--- src/vlos_pkg.sv ---
// Shared types and constants for the voxel line-of-sight block.
// No dependencies; every other file of the block but vlos_ram imports this package.
`default_nettype none
package vlos_pkg;

  // Voxels per axis of the stored map, and the widths that follow from it.
  localparam int AXIS_SIZE = 32;
  localparam int AW        = $clog2(AXIS_SIZE);
  localparam int ROW_AW    = 2 * AW;
  localparam int ROWS      = 1 << ROW_AW;
  localparam int E_W       = AW + 4;

  localparam int COORD_W   = 6;
  localparam int CFG_W     = 6;
  localparam int CFG_IDX_W = 2;
  localparam int STATUS_W  = 3;

  localparam logic [CFG_W-1:0]   CFG_RESET = CFG_W'(32);
  localparam logic [COORD_W:0]   AXIS_LIM  = (COORD_W + 1)'(AXIS_SIZE);

  localparam logic KIND_WRITE = 1'b0;
  localparam logic KIND_QUERY = 1'b1;

  typedef enum logic [CFG_IDX_W-1:0] {
    CFG_GRID_X = 2'd0,
    CFG_GRID_Y = 2'd1,
    CFG_GRID_Z = 2'd2
  } cfg_reg_t;

  typedef enum logic [STATUS_W-1:0] {
    ST_WRITE_DONE = 3'd0,
    ST_CLEAR      = 3'd1,
    ST_OUTSIDE    = 3'd2,
    ST_END_OCC    = 3'd3,
    ST_BLOCKED    = 3'd4
  } status_t;

  typedef enum logic [1:0] {
    AXIS_X = 2'd0,
    AXIS_Y = 2'd1,
    AXIS_Z = 2'd2
  } axis_t;

  typedef enum logic [1:0] {
    RD_START = 2'd0,
    RD_GOAL  = 2'd1,
    RD_WALK  = 2'd2
  } rd_src_t;

  typedef enum logic [2:0] {
    S_CLEAR,
    S_IDLE,
    S_CHECK,
    S_WRITE,
    S_RD_GOAL,
    S_CHK_END,
    S_WALK
  } state_t;

  // Commands from the controller to the datapath.
  typedef struct packed {
    logic    load_item;
    logic    setup_walk;
    logic    rd_en;
    rd_src_t rd_src;
    logic    step;
    logic    latch_occ;
    logic    wr_row;
    logic    clr_wr;
    logic    res_load;
    status_t res_status;
  } cmd_t;

  // Status from the datapath to the controller.
  typedef struct packed {
    logic grid_ok;
    logic is_write;
    logic occ_bit;
    logic start_occ;
    logic cnt_zero;
    logic clr_last;
  } sts_t;

endpackage
`default_nettype wire

--- src/vlos_ctrl.sv ---
// Controller of the voxel line-of-sight block: sequences the map clear,
// the cell write, the endpoint checks and the walk. Depends on vlos_pkg.
`default_nettype none
module vlos_ctrl
  import vlos_pkg::*;
(
  input  wire logic clk,
  input  wire logic rst,
  input  wire logic start,
  input  wire sts_t sts,
  output      logic busy,
  output      cmd_t cmd
);

  state_t state, state_next;

  always_ff @(posedge clk) begin
    if (rst) begin
      state <= S_CLEAR;
    end else begin
      state <= state_next;
    end
  end

  always_comb begin
    state_next = state;
    case (state)
      S_CLEAR:   if (sts.clr_last) state_next = S_IDLE;
      S_IDLE:    if (start) state_next = S_CHECK;
      S_CHECK: begin
        if (!sts.grid_ok)     state_next = S_IDLE;
        else if (sts.is_write) state_next = S_WRITE;
        else                  state_next = S_RD_GOAL;
      end
      S_WRITE:   state_next = S_IDLE;
      S_RD_GOAL: state_next = S_CHK_END;
      S_CHK_END: begin
        if (sts.start_occ || sts.occ_bit || sts.cnt_zero) state_next = S_IDLE;
        else state_next = S_WALK;
      end
      S_WALK: begin
        if (sts.occ_bit || sts.cnt_zero) state_next = S_IDLE;
      end
      default:   state_next = S_IDLE;
    endcase
  end

  always_comb begin
    cmd            = '0;
    cmd.rd_src     = RD_START;
    cmd.res_status = ST_WRITE_DONE;
    case (state)
      S_CLEAR: cmd.clr_wr = 1'b1;
      S_IDLE:  cmd.load_item = start;
      S_CHECK: begin
        cmd.setup_walk = 1'b1;
        if (!sts.grid_ok) begin
          cmd.res_load   = 1'b1;
          cmd.res_status = ST_OUTSIDE;
        end else begin
          cmd.rd_en  = 1'b1;
          cmd.rd_src = RD_START;
        end
      end
      S_WRITE: begin
        cmd.wr_row     = 1'b1;
        cmd.res_load   = 1'b1;
        cmd.res_status = ST_WRITE_DONE;
      end
      S_RD_GOAL: begin
        cmd.latch_occ = 1'b1;
        cmd.rd_en     = 1'b1;
        cmd.rd_src    = RD_GOAL;
      end
      S_CHK_END: begin
        if (sts.start_occ || sts.occ_bit) begin
          cmd.res_load   = 1'b1;
          cmd.res_status = ST_END_OCC;
        end else if (sts.cnt_zero) begin
          cmd.res_load   = 1'b1;
          cmd.res_status = ST_CLEAR;
        end else begin
          cmd.rd_en  = 1'b1;
          cmd.rd_src = RD_WALK;
          cmd.step   = 1'b1;
        end
      end
      S_WALK: begin
        // The bit on the RAM output belongs to the voxel read last cycle.
        if (sts.occ_bit) begin
          cmd.res_load   = 1'b1;
          cmd.res_status = ST_BLOCKED;
        end else if (sts.cnt_zero) begin
          cmd.res_load   = 1'b1;
          cmd.res_status = ST_CLEAR;
        end else begin
          cmd.rd_en  = 1'b1;
          cmd.rd_src = RD_WALK;
          cmd.step   = 1'b1;
        end
      end
      default: ;
    endcase
  end

  assign busy = (state != S_IDLE);

endmodule
`default_nettype wire

--- config.mk ---
export PLATFORM = sky130hd
export DESIGN_NAME = vlos_ctrl
export DESIGN_NICKNAME = d
export VERILOG_FILES = /design/src/vlos_pkg.sv /design/src/vlos_ctrl.sv
export SDC_FILE = /design/constraint.sdc
export NUM_CORES = 1
export LEC_CHECK = 0
export ABC_CLOCK_PERIOD_IN_PS = 1600
export BUFFER_PORTS_ARGS = -buffer_cell sky130_fd_sc_hd__buf_2
export CORE_AREA = 2 2 39 41
export DETAILED_ROUTE_END_ITERATION = 16
export DIE_AREA = 0 0 41 43
export GPL_TIMING_DRIVEN = 1
export PLACE_DENSITY = 0.66
export SYNTH_ARGS = -nofsm -noshare
export SYNTH_HDL_FRONTEND = slang
export SYNTH_SLANG_ARGS = --single-unit
--- constraint.sdc ---
create_clock -name clk -period 1.6 [get_ports clk]
set_clock_uncertainty 0.15 [all_clocks]
set_input_delay 0.32 -clock clk [delete_from_list [all_inputs] [get_ports clk]]
set_output_delay 0.32 -clock clk [all_outputs]
set_load 0.01 [all_outputs]
==> results of run 1 <==
kinds of logic (layout without fill, tap and decap cells):
kind of cell | Yosys count | count (layout) | synth area share (%)
buf+inv | 5 | 47 | 5.724
simple gates | 33 | 33 | 50.17
flops | 3 | 3 | 16.16
compound gates | 17 | 17 | 27.95
synth_stat cells (2+ instances only):
cell type  instances  share of area, %
nand3_1            2               2.7
and3_1             3               5.1
o21ai_1            5               6.7
a21oi_1            3               4.0
nand2b_1           3               5.1
dfxtp_1            3                16
inv_1              2               2.0
nor2b_1            3               5.1
buf_2              2               2.7
or2_1              2               3.4
o21ai_0            3               4.0
nor2_1             6               6.1
nand2_1            8               8.1
area by class of cell:
| cell class | instances | area (um2) |
|---|---|---|
| sequential | 3 | 71.32 |
| clock buffer | 4 | 26.28 |
| fill | 126 | 609.3 |
| tap | 16 | 20.02 |
| timing repair buffer | 41 | 295.3 |
| inverter | 2 | 7.507 |
| multi-input combinational | 50 | 354.1 |
where the power goes:
group	internal [mW]	total, mW	switching (mW)
logic	0.0665	0.126	0.0596
clock network	0.0936	0.135	0.0411
registers	0.0748	0.0781	0.00330
metal layers:
layer / wire (um) / GRT usage [%] / share of wire, %
met1: 567 / 20.77 / 38
met2: 865 / 29.69 / 58
met3: 68 / 0 / 4.5
met4: 0 / 6.000 / 0
met5: 0 / 0 / 0
final timing paths:
| kind | start | endpoint | slack (ns) |
|---|---|---|---|
| worst max-delay path | state[1] | cmd[3] | -0.21 |
| worst min-delay path | rst | state[2] | 0.11 |
| worst max register to register | state[1] | state[0] | -0.01 |
| worst min register to register | state[1] | state[1] | 0.55 |
placed cells by master (no fill, tap or decap), types with 2 or more instances in the layout:
cell type | synthesis | final
inv_1 | 2 | 2
nor2b_1 | 3 | 2
o21ai_2 | 0 | 2
buf_4 | 0 | 15
o21ai_1 | 5 | 3
buf_6 | 0 | 6
dfxtp_4 | 0 | 3
a21oi_1 | 3 | 2
clkbuf_4 | 0 | 3
and3_1 | 3 | 2
or2_1 | 2 | 2
buf_2 | 2 | 19
nand2_2 | 1 | 2
nand2b_4 | 0 | 3
nor2_1 | 6 | 6
nand2_1 | 8 | 7
nand3_1 | 2 | 2
a21oi_2 | 1 | 2
o21ai_0 | 3 | 3
stage by stage:
stage | worst slack, ns | hold slack, ns | cells
after floorplan | 0.1107 | 0.2324 | 58
after global placement | -0.07383 | 0.3625 | 100
after detailed placement | -0.09729 | 0.3652 | 100
after CTS | -0.1852 | 0.1139 | 108
after global routing | -0.2825 | 0.1176 | 116
final | -0.2082 | 0.1084 | 116
timing repair:
action	4_1_cts	5_1_grt
setup endpoints to repair	13	14
setup buffers	4	8
gates resized for setup	14	11
pin swaps	7	8
==> summary.md, run 1 <==
| Metric | Value |
|---|---|
| Post-synthesis cell area | 371.6 um2 |
| # setup viols final | 14 |
| Final hold vios | 0 |
| Fin util | 55.97% |
| Post-synthesis cell count | 58 |
| Post-route ant nets | 0 |
| CP required | ~1.1 ns |
| Slew @ Worst Pin | 0.2836 ns |
| Initial antenna violation count | 0 |
| Clock transition at path regs | about 0.040 ns |
| Maxcap violations | 0 |
| Critical path depth | 5 |
| Avg Synthesized Cell Area | ~6.4 um2 |
| Post-route setup slack | -0.2082 ns |
| Worst path top cell family by delay | simple AND/OR/NAND/NOR gates |
| Buf/Inv on CP | 1 |
| Layout cell share with drive strength beyond 1 | between 60% and 70% |
| Power per cell area | between 400 and 500 nW/um2 |
| Crit-path cells | and2b_2 -> nand2_2 -> or2_1 -> nand2_1 -> buf_2 |
| Biggest regs | state: 3 flops |
| Max frequency | 0.5530 GHz |
| Pin count of the biggest net entering global routing | 12 |
| Pre-antenna DRT Iters | 4 |
| Post-synth EDFFs | 0 |
| Leakage | 0.3836 nW |
| Clock Latency Late Sink | 0.23 ns |
| Chip width | 41 um |
| Reg2reg path depth | 7 |
| CP max stage cell | dfxtp_4 |
| Post-synthesis sequential area ratio | 16.16% |
| Layout Nets | 110 |
| Starting density of the core | between 20 and 30% |
| Root buffer cell | clkbuf_4 |
| Critical setup path kind | reg2out |
| Area of placed instances | ~550 um2 |
| TritonCTS clock tree | yes |
| Failing checks | setup timing |
| Total I/O pin count | 23 |
| Inserted Clock Buffers | 3 |
| Drt via density | 5.026 |
| Synth cell types | 26 |
| Fin crit share | 113.0% |
| Final wirelength | between 1500 and 2000 um |
| Routed WL per cell | 12.94 um |
| GPL Wtd Cong | between 0.8 and 0.9 |
| Synth Flop Type | dfxtp_1 |
| Yosys warns | 0 |
| Max FFs per register | 3 |
| Slowest stage delay, CP | 0.35 ns |
| Rows | 14 |
| Port Buffers | 22 |
| Hold-fix buffers, CTS | 0 |
| Startpoint Class | flop |
| GR Overflow Total | 0 |
| Clock sink count | 3 |
| Critical path arrival | 1.34 ns |
| Peak VDD IR | ~0.35 mV |
| Die area | roughly 1800 um2 |
| DRT iter0 DRCs | 21 |
| Worst hold path class | in2reg |
| Pins Over Slew Limit | 0 |
| Hold path depth | 2 |
| First-pass GRT wire length | 2104 um |
| Total number of vias | 583 |
| Die height | roughly 43 um |
| Diodes inserted | 0 |
| Synthesized flop and latch total | 3 |
| Min Tclk post-route | 1.808 ns |
| Floorplan core area | 1384 um2 |
| Post-Syn Nets | 67 |
| Worst Path Max Fanout | 4 |
| Pwr Total | 0.3389 mW |
| CTS Buffer Depth | 2 |
| Async SR Flop Fraction | 0% |
| Final Cell Area | 774.5 um2 |
| Max transition margin | 81.02% |
| H-tree levels | 1 |
| Setup TNS | -1.371 ns |
| Status | finished, violations left |
| Crit end category | primary output |
| Number of global-route vias before repair | 492 |
| Post-route DRC | 0 |
| GRT Total Usage | 16.93% |
| Area Growth Syn to Fin | 108.4% |
| RSZ-0062 raised after global routing | yes |
| Largest register by flop count | state |
No activity file was read; power rests on OpenSTA's default activity.
==> inputs of run 2 (changes only) <==
BUFFER_PORTS_ARGS = default   (was -buffer_cell sky130_fd_sc_hd__buf_2)
DONT_BUFFER_PORTS = 1   (was default)
PLACE_DENSITY = 0.51   (was 0.66)
==> summary.md, run 2 (same netlist as run 1, synthesis figures left out) <==
| Metric | Value |
|---|---|
| Root buffer cell | clkbuf_4 |
| Biggest regs | state: 3 flops |
| Diodes inserted | 0 |
| RSZ-0062 raised after global routing | yes |
| Post-route setup slack | -0.06951 ns |
| Total number of vias | 469 |
| Layout cell share with drive strength beyond 1 | 50.00% |
| Area of placed instances | 467.9 um2 |
| Pre-antenna DRT Iters | 4 |
| Critical path arrival | 1.20 ns |
| Max FFs per register | 3 |
| Post-route DRC | 0 |
| Sequential Area | 68.82 um2 |
| TritonCTS clock tree | yes |
| Peak VDD IR | a little under 0.3 mV |
| Initial antenna violation count | 0 |
| Worst Path Max Fanout | 7 |
| Pin count of the biggest net entering global routing | 9 |
| Worst hold path class | in2reg |
| Worst hold start | rst |
| Hold path depth | 1 |
| Setup TNS | -0.2106 ns |
| Die area | 1763 um2 |
| Most frequent cells in the layout | 11 x buf_4, 6 x nand2_1, 5 x nor2_1 |
| GPL Wtd Cong | ~0.81 |
| Reg2reg path depth | 5 |
| GR Overflow Total | 0 |
| Layout Nets | 84 |
| Drt via density | 5.211 |
| HPWL after DPL | 885.5 um |
| Final hold vios | 0 |
| Chip width | 41 um |
| Slowest stage delay, CP | 0.35 ns |
| Commonest non-fill, non-tap cell in the layout | buf_4 |
| Power per cell area | 468.1 nW/um2 |
| H-tree levels | 1 |
| Clock transition at path regs | 0.04 ns |
| Max frequency | ~0.60 GHz |
| Failing checks | setup timing |
| Starting density of the core | 26.85% |
| Startpoint Class | flop |
| Max transition margin | 77.47% |
| WHS | between 0.06 and 0.07 ns |
| Crit Reg-Reg Startpoint | state[2] |
| # fillers | 152 |
| # setup viols final | 5 |
| Critical setup path kind | reg2out |
| Status | finished, violations left |
| Final Cell Area | between 600 and 700 um2 |
| Pins Over Slew Limit | 0 |
| Area Growth Syn to Fin | 64.65% |
| Number of global-route vias before repair | approximately 440 |
| Slew @ Worst Pin | 0.3354 ns |
| Register-to-register setup slack | 0.19 ns |
| Multi-input logic area | about 360 um2 |
| R2r endpoint | state[2] |
| Die height | 43 um |
| Total I/O pin count | 23 |
| CP required | 1.13 ns |
| Routed WL per cell | roughly 13 um |
| Rows | 14 |
| Inserted Clock Buffers | 3 |
| Final wirelength | 1201 um |
| Crit-path cells | and2b_1 -> nand2_1 -> or2_1 -> nand2_2 |
| First-pass GRT wire length | 1890 um |
| Worst hold path endpoint | state[1] |
| DRT iter0 DRCs | 7 |
| GRT Total Usage | 15.53% |
| Largest register by flop count | state |
| Post-route ant nets | 0 |
| Fin crit share | 104.3% |
| Clock sink count | 3 |
| Clock Latency Late Sink | 0.23 ns |
| CTS Buffer Depth | 2 |
| CP max stage cell | dfxtp_4 |
| Leakage | approximately 0.24 nW |
| Min Tclk post-route | 1.670 ns |
| Floorplan core area | approximately 1400 um2 |
| Port Buffers | 0 |
| Maxcap violations | 0 |
| Crit end category | primary output |
[run 2: cell count changes in the layout (fill, tap and decap cells not counted), sizes merged]
cell | previous run | this run
buf | 41 | 14
dlygate4sd3 | 0 | 1
[run 2: layer usage]
metal	vias to the layer above	share of wire [%]	GRT usage, %
met5	-	0	0
met4	0	1.9	6.667
met3	4	5.5	5.236
met2	14	51	24.06
met1	216	42	18.53
li1	235	-	-
[run 2: repair_timing]
action | CTS | global route
hold endpoints to repair | 1 | 0
gates resized for setup | 16 | 9
setup buffers | 1 | 1
setup endpoints to repair | 12 | 12
pin swaps | 6 | 4
hold buffers | 1 | 0
[run 2: area by class of cell]
| cell class | instances | share of cell area [%] |
|---|---|---|
| inverters | 2 | 1.227 |
| clock buffers | 4 | 4.294 |
| multi-input cells | 50 | 59.30 |
| well taps | 16 | 3.272 |
| repair buffers | 15 | 20.65 |
| flip-flops and latches | 3 | 11.25 |
[run 2: per-stage QoR]
step	std cells	utilization, %	total power, mW	worst slack [ns]
4_1_cts	89	40.87	0.2908	-0.07951
2_1_floorplan	58	-	0.1213	0.1107
3_3_place_gp	83	33.82	0.1478	0.1305
6_report	90	44.21	0.2864	-0.06951
3_5_place_dp	83	33.82	0.1464	0.1019
5_1_grt	90	44.21	0.3093	-0.1433
[run 2: how the worst max path moves through the flow]
stage / startpoint / to / slack (ns) / cells past startpoint
2_1_floorplan: state[0] / cmd[0] / 0.11 / 5
3_3_place_gp: state[2] / cmd[1] / 0.13 / 3
3_5_place_dp: state[1] / busy / 0.10 / 4
4_1_cts: state[1] / cmd[3] / -0.08 / 4
5_1_grt: state[1] / cmd[3] / -0.14 / 4
6_report: state[1] / cmd[3] / -0.07 / 4
[run 2: critical path: cells and delay by family, from the launching register on]
family           cells  cell delay, ns
flip-flops           1            0.35
AND/OR/NAND/NOR      4            0.62
[run 2: power breakdown]
group / internal (mW) / switching (mW)
Clock: 0.0933 / 0.0360
Combinational: 0.0376 / 0.0403
Sequential: 0.0754 / 0.00389
==> inputs of run 3 (changes only) <==
CTS_BUF_LIST = sky130_fd_sc_hd__clkbuf_8   (was default)
==> summary.md, run 3 (same netlist as run 1, synthesis figures left out) <==
| Metric | Value |
|---|---|
| Pins Over Slew Limit | 0 |
| Worst hold start | rst |
| Fin crit share | 107.0% |
| Layout cell share with drive strength beyond 1 | roughly 60% |
| Biggest regs | state: 3 flops |
| Diodes inserted | 0 |
| Crit Reg-Reg Startpoint | state[1] |
| Total number of vias | 472 |
| Startpoint Class | flop |
| Peak VDD IR | 0.3286 mV |
| Register-to-register setup slack | 0.17 ns |
| Layout Nets | between 80 and 90 |
| Post-route ant nets | 0 |
| Area Growth Syn to Fin | 91.25% |
| Commonest non-fill, non-tap cell in the layout | buf_4 |
| Chip width | 41 um |
| Critical setup path kind | reg2out |
| Rows | 14 |
| GR Overflow Total | 0 |
| Slew @ Worst Pin | 0.3133 ns |
| Area of placed instances | between 400 and 500 um2 |
| RSZ-0062 raised after global routing | yes |
| Worst hold path class | in2reg |
| Post-route setup slack | -0.1124 ns |
| Sequential share of power | 20.5% |
| R2r endpoint | state[0] |
| Max transition margin | 78.95% |
| Power share of the combinational group | 25.2% |
| GRT Total Usage | between 15 and 20% |
| GPL Wtd Cong | 0.8068 |
| Maxcap violations | 0 |
| Clock sink count | 3 |
| Floorplan core area | 1384 um2 |
| Reg2reg path depth | 5 |
| Inserted Clock Buffers | 3 |
| Pre-antenna DRT Iters | 2 |
| Clock Latency Late Sink | 0.21 ns |
| Setup TNS | -0.1664 ns |
| Clock transition at path regs | 0.03 ns |
| Hold path depth | 1 |
| Die area | approximately 1800 um2 |
| Max frequency | 0.5840 GHz |
| # setup viols final | 6 |
| HPWL after DPL | 885.5 um |
| Die height | 43 um |
| Clock Power Share | 54.3% |
| Most frequent cells in the layout | 10 x buf_4, 7 x buf_6, 5 x nor2_1 |
| P_sw | ~0.1 mW |
| Routed WL per cell | 14.33 um |
| Root buffer cell | clkbuf_8 |
| Pin count of the biggest net entering global routing | 9 |
| First-pass GRT wire length | 1856 um |
| Sw frac | 25.77% |
| Starting density of the core | between 20 and 30% |
| Max FFs per register | 3 |
| Final Cell Area | 710.7 um2 |
| Final wirelength | about 1300 um |
| Min Tclk post-route | 1.712 ns |
| Worst hold path endpoint | state[1] |
| H-tree levels | 1 |
| WHS | 0.08170 ns |
| Total I/O pin count | 23 |
| Failing checks | setup timing |
| Pwr Total | 0.3917 mW |
| Power per cell area | 551.1 nW/um2 |
| Final hold vios | 0 |
| Post-Place Setup Slack | 0.1019 ns |
| TritonCTS clock tree | yes |
| Port Buffers | 0 |
| Crit end category | primary output |
| Critical path arrival | 1.24 ns |
| DRT iter0 DRCs | 1 |
| CTS Buffer Depth | 2 |
| Internal power | slightly below 0.3 mW |
| Largest register by flop count | state |
| Status | finished, violations left |
| Drt via density | 5.075 |
| Worst Path Max Fanout | 6 |
| Leakage | slightly below 0.3 nW |
| Number of global-route vias before repair | 420 |
| Post-route DRC | 0 |
| Initial antenna violation count | 0 |
| CP required | about 1.1 ns |
-- run 3: cell count changes in the layout (fill, tap and decap cells not counted), sizes merged --
cell	delta
inv	+1
buf	+3
clkbuf	-1
-- run 3: worst max-delay path by stage --
stage / startpoint / endpoint / depth (start not counted)
5_1_grt: state[1] / cmd[3] / 4
3_5_place_dp: state[1] / busy / 4
4_1_cts: state[1] / cmd[3] / 4
2_1_floorplan: state[0] / cmd[0] / 5
6_report: state[1] / cmd[3] / 4
3_3_place_gp: state[2] / cmd[1] / 3
-- run 3: stage by stage --
stage | util [%] | std cells
after detailed placement | 33.82 | 83
after floorplan | - | 58
final | 51.36 | 93
after global routing | 51.36 | 93
after CTS | 40.96 | 88
after global placement | 33.82 | 83
-- run 3: power by group through the flow --
stage | clock [mW] | sequential [mW] | combinational (mW)
final | 0.213 | 0.0803 | 0.0985
after global routing | 0.225 | 0.0810 | 0.108
after CTS | 0.215 | 0.0806 | 0.0704
after detailed placement | 0 | 0.0828 | 0.0636
after global placement | 0 | 0.0829 | 0.0648
after floorplan | 0 | 0.0815 | 0.0398
-- run 3: critical path: stages, from the launching register on --
cell and delay, ns:
dfxtp_4 0.35, and2b_2 0.25, nand2_2 0.08, or2_4 0.27, nand2_4 0.08
-- run 3: timing repair --
action / CTS / global route
setup endpoints to repair: 9 / 11
hold buffers: 0 / 1
resized for setup: 14 / 26
buffers inserted: 1 / 4
gates cloned: 0 / 0
pin swaps: 4 / 8
hold endpoints to repair: 0 / 1
-- run 3: final cells by class --
cell class	count	area [um2]
timing repair buffer	18	163.9
tap	16	20.02
clock buffer	3	41.29
multi-input combinational	50	402.9
fill	141	673.1
sequential	3	71.32
clock inverter	1	3.754
inverter	2	7.507
-- run 3: metal layers --
metal	share of wire (%)	track usage, %	vias up
met5	0	0	-
met4	0.60	2.667	0
met3	4.4	5.236	2
met2	53	23.44	12
met1	42	19.49	217
li1	-	-	241
